## src/rtl/core/wmm_pkg.sv

```systemverilog
package wmm_pkg;

    localparam int MAX_WIDTH    = 1024;
    localparam int MAX_WINDOW   = 16;
    localparam int PIXEL_BITS   = 16;
    localparam int HEIGHT_LIMIT = 1024;

    localparam int CFG_BITS  = 11;
    localparam int WS_BITS   = 5;
    localparam int COL_BITS  = $clog2(MAX_WIDTH);
    localparam int ROW_BITS  = $clog2(HEIGHT_LIMIT);
    localparam int LINE_BITS = $clog2(MAX_WINDOW);
    localparam int TAP_BITS  = $clog2(MAX_WINDOW);
    localparam int CNT_BITS  = $clog2(MAX_WINDOW + 1);
    localparam int ADDR_BITS = LINE_BITS + COL_BITS;
    localparam int WORD_BITS = 2 * PIXEL_BITS;

    localparam int IDX_BITS = 2;
    localparam logic [IDX_BITS-1:0] REG_FRAME_WIDTH  = 2'd0;
    localparam logic [IDX_BITS-1:0] REG_FRAME_HEIGHT = 2'd1;
    localparam logic [IDX_BITS-1:0] REG_WINDOW_SIZE  = 2'd2;

    typedef enum logic [2:0] {
        S_IDLE,
        S_HSCAN,
        S_HWRITE,
        S_VSCAN,
        S_EMIT
    } state_t;

    typedef struct packed {
        logic                 we;
        logic [ADDR_BITS-1:0] waddr;
        logic [WORD_BITS-1:0] wdata;
        logic                 re;
        logic [ADDR_BITS-1:0] raddr;
    } mem_req_t;

    typedef struct packed {
        logic                shift;
        logic [TAP_BITS-1:0] sel;
    } tap_ctl_t;

endpackage

```

## src/rtl/core/wmm_row_shift.sv

```systemverilog
module wmm_row_shift
    import wmm_pkg::*;
(
    input  logic                  clk,
    input  logic                  rst_n,
    input  tap_ctl_t              ctl,
    input  logic [PIXEL_BITS-1:0] din,
    output logic [PIXEL_BITS-1:0] tap
);

    logic [PIXEL_BITS-1:0] taps_reg [0:MAX_WINDOW-1];

    always_ff @(posedge clk or negedge rst_n)
    begin
        if (!rst_n)
        begin
            for (int i = 0; i < MAX_WINDOW; i++)
            begin
                taps_reg[i] <= '0;
            end
        end
        else if (ctl.shift)
        begin
            for (int i = MAX_WINDOW - 1; i > 0; i--)
            begin
                taps_reg[i] <= taps_reg[i-1];
            end
            taps_reg[0] <= din;
        end
    end

    assign tap = taps_reg[ctl.sel];

endmodule

```

## config.mk

```make
export PLATFORM = sky130hd
export DESIGN_NAME = wmm_row_shift
export DESIGN_NICKNAME = d
export VERILOG_FILES = /design/src/rtl/core/wmm_pkg.sv /design/src/rtl/core/wmm_row_shift.sv
export SDC_FILE = /design/constraint.sdc
export NUM_CORES = 1
export LEC_CHECK = 0
export BUFFER_PORTS_ARGS = -buffer_cell sky130_fd_sc_hd__buf_2
export CORE_AREA = 2 2 163 165
export DETAILED_ROUTE_END_ITERATION = 7
export DIE_AREA = 0 0 165 167
export MAX_ROUTING_LAYER = met4
export SLEW_MARGIN = 20
export SYNTH_ARGS = -nofsm -noshare
export SYNTH_HDL_FRONTEND = slang
export SYNTH_SLANG_ARGS = --single-unit
export TNS_END_PERCENT = 10
```

## constraint.sdc

```tcl
create_clock -name clk -period 1.6 [get_ports clk]
set_input_delay 0.08 -clock clk [delete_from_list [all_inputs] [get_ports clk]]
set_output_delay 0.08 -clock clk [all_outputs]
set_load 0.01 [all_outputs]
```

# --- Word level (Yosys, flattened, before mapping) ---
# Index checks and enable logic that the tools add are counted.
# Widths: inputs -> output; s select.
classes:
  add_sub_neg: 0
  n_div: 0
  shift: 0
  bitwise: 1
  mux: 3
  n_reduce_logical: 0
  magnitude_cmp: 1
  eq_ne: 0
  multipliers: 0
ops:
  columns: ["operator", "count"]
  rows:
  - ["$bmux 16 s4", 1]
  - ["$mux 16", 2]
  - ["$ge 5x5->1 const B", 1]
  - ["$not 4->5", 1]
word_totals:
  wordCells: 21
  latchBits: 0
  memories: 0
  out_inout_bits: 16
  mem_bits_rw: 0
  ff_bits: 256
  input_bits: 23
  mem_bits_ro: 0

# --- Logic depth before layout (Yosys ltp) ---
depth:
  word_depth: 4
  ltp_mapped: 5
  mapped_depth_nobuf: 3

# --- Least setup slack after synthesis ---
# Ideal clock, no wire load.
synth_path:
  path_kind: "reg2out"
  from: "reg taps_reg[203] in the netlist's numbering"
  to: "out tap[11]"
  path_stages_with_launch: 4
  required_ns: 1.520
  path_buffers: 0
  slack_ns: 0.279
  t_arrival_ns: 1.241
  path_cell_list: "dfrtp_1 > mux4_4 > a22oi_1 > nand2_1"
synth_between:
  elab_chain_cells: 3
synth_lines:
  columns: ["element", "line", "source"]
  rows:
  - ["start, declared", "wmm_row_shift.sv:11", "logic [PIXEL_BITS-1:0] taps_reg [0:MAX_WINDOW-1];"]
  - ["start signal, assigned by index", "wmm_row_shift.sv:26", "taps_reg[i] <= taps_reg[i-1];"]
  - ["$bmux 16 s4", "wmm_row_shift.sv:32", "assign tap = taps_reg[ctl.sel];"]
  - ["$mux 16 (implied by the code) (2 in a row)", "wmm_row_shift.sv:32", null]
  - ["end, declared", "wmm_row_shift.sv:8", "output logic [PIXEL_BITS-1:0] tap"]
# Every way passes these cells. The select of a mux whose other input is x is not followed.

# --- Worst setup path after layout ---
layout_path:
  from: "reg taps_reg[254] in the netlist's numbering"
  to: "out tap[14]"
# Same word-level chain as after synthesis.

==> metrics.txt <==
flop2flop setup slack between 0.5 and 0.6 ns; worst setup path class reg2out; Power Density 1640 nW/um^2; post-synthesis cell type count 19; status finished with violations; Cell Chain, Critical Path mux4_4 -> a22oi_2 -> nand2_2 -> buf_6; Syn Area/Cell 16.8 um^2; Reg-to-Reg Start taps_reg[254]; crit end category output port; initial antenna violation count 0; slowest CP cell mux4_4; Worst-path clk slew 0.06 ns; Initial Util 0.443; io pins 39; largest cells by area after synthesis dfrtp_1 (56%), mux2_2 (25%), mux4_2 (10%); worst reg2reg path endpoint taps_reg[254]; Final Wtd Congestion around 0.7; max FFs per register between 200 and 300; drt pass-1 iters 4; Final Power between 20 and 25 mW; Slew @ Worst Pin 0.358 ns; layout cells sized above 1 0.577; hold path depth 2; vias in the first global route ~6800; clk buf depth 3; Max-cap violations 0; post-synth top area share 0.562; Max H-tree Level 1; failing checks negative setup slack; die footprint 27600 um^2; clk root buf clkbuf_16; arrival time at the worst endpoint just under 2 ns; YS warnings 0; path type of the worst min-delay path in2reg; Yosys reg bits 256; placed insts ~1000; Final Cycle Share 1.29; # rows 59; ANT nets after route 0; GRT Overall Usage 0.172; Die Span X 165 um; CP Buf/Inv Count 1; CP Max Fanout 2; Worst IR Drop VDD 0.00105 V; 1st-iter DRT viols approximately 250; antenna diode count 0; max incr delay on CP 0.63 ns; maximum number of pins on one net before global-route repair 67; first-pass GRT wire length 36200 um; Synth-to-Final Area Change 17.7%; Slew Limit Headroom 0.762; Netlist Area Pre-Place 11400 um^2; chip height around 170 um; Synth area leader dfrtp_1; r2r worst-path depth 3; Setup WS post-layout -0.470 ns; Post-DP HPWL approximately 14000 um; core region area 25800 um^2; drt drc 0; Seq/Total Area, Yosys 0.562; RSZ-0062 raised after global routing yes; CP Data Required Time 1.52 ns; family with the most delay on the worst path multiplexers; Setup Skew 0.00754 ns; PortBufs 38; via density per instance 5.48; Max Freq 483 MHz; final WL 21900 um; TritonCTS buffer count 28; Mapped Cells 677; fin. max-slew vios 0; Leak 5.69 nW; CTS tree done; min Tclk post-route 2.07 ns; DR vias about 6000; clock sink count approximately 260; Setup violations, final 16; DR WL/cell 19.8 um; gr ovfl total 0; syn nets 700; crit start category flip-flop; hold_sp ctl[4]; hold path endpoint taps_reg[60]; final-stage net count 777; worst-skew pair later-pin latency around 0.53 ns; final hold vios 0; Layout Cells excl Fill 1110
[synthesized netlist by cell type, drive strengths merged]
cell type	n
nor2	1
and2	1
dlygate4sd1	1
nor2b	2
nand2	16
mux2	256
mux4	64
clkbuf	10
dlymetal6s2s	1
a22oi	32
buf	37
dfrtp	256
[placed cells by master, fill, tap and decap left out, drive strengths merged]
| cell type | count |
|---|---|
| mux2 | 256 |
| nand2 | 16 |
| clkbuf | 45 |
| dfrtp | 256 |
| mux4 | 64 |
| nor2b | 2 |
| clkinv | 5 |
| nor2 | 1 |
| dlygate4sd3 | 17 |
| and2 | 1 |
| bufinv | 1 |
| a22oi | 32 |
| buf | 79 |
[timing repair]
| item | 4_1_cts | 5_1_grt |
|---|---|---|
| resized for setup | 16 | 1 |
| pin swaps | 12 | 0 |
| endpoints found under the hold margin | 272 | 0 |
| gates cloned | 0 | 0 |
| setup buffers | 2 | 0 |
| endpoints found under the setup margin | 16 | 16 |
| hold buffers | 17 | 0 |
[stage by stage]
| stage | setup slack [ns] | hold WS [ns] | utilization | TNS, ns | cell area [um^2] |
|---|---|---|---|---|---|
| floorplan | 0.279 | -0.216 | - | 0 | 11400 |
| global placement | -0.0520 | 0.00240 | 0.476 | -0.296 | 12300 |
| detailed placement | -0.0737 | 0.00358 | 0.476 | -0.368 | 12300 |
| CTS | -0.479 | 0.00162 | 0.521 | -6.63 | 13400 |
| global route | -0.532 | 0.0131 | 0.521 | -7.46 | 13400 |
| finish | -0.470 | 0.0239 | 0.521 | -6.01 | 13400 |
[worst register-to-register path: stages (launching register included)]
cell and delay, ns:
dfrtp_1 0.39, buf_4 0.14, buf_4 0.12, mux2_2 0.25
[worst max path at each step]
stage | from | cells past startpoint | endpoint | slack (ns)
2_1_floorplan | taps_reg[203] | 3 | tap[11] | 0.28
3_3_place_gp | ctl[0] | 7 | tap[6] | -0.05
3_5_place_dp | ctl[0] | 7 | tap[1] | -0.07
4_1_cts | taps_reg[220] | 4 | tap[12] | -0.48
5_1_grt | taps_reg[254] | 4 | tap[14] | -0.53
6_report | taps_reg[254] | 4 | tap[14] | -0.47
[layer usage]
metal / GRT usage / routed length, um
met1: 0.221 / 9610
met2: 0.289 / 11400
met3: 0.0222 / 508
met4: 0.0408 / 448
met5: - / 0
[cell families (layout without fill, tap and decap cells)]
logic type             Yosys count  after routing  share of synthesized area
AO/OA/AOI/OAI                   32             32                     0.0211
AND/OR/NAND/NOR                 20             20                    0.00724
flip-flops                     256            256                      0.562
buffers and inverters           49            147                     0.0267
multiplexers                   320            320                      0.383
[layout make-up]
class	count	area, um^2
well taps	335	419
multi-input cells	372	4720
fillers	2095	12300
clock buffers	45	876
repair buffers	96	947
flip-flops and latches	256	6410
clock inverters	6	55.1
[power by group]
| part | total [mW] | switching (mW) | internal [mW] |
|---|---|---|---|
| Clock | 6.33 | 2.46 | 3.87 |
| Combinational | 4.98 | 1.61 | 3.37 |
| Sequential | 10.7 | 1.73 | 8.97 |
| Total | 22.0 | 5.79 | 16.2 |
No activity file was read; power rests on OpenSTA's default activity.
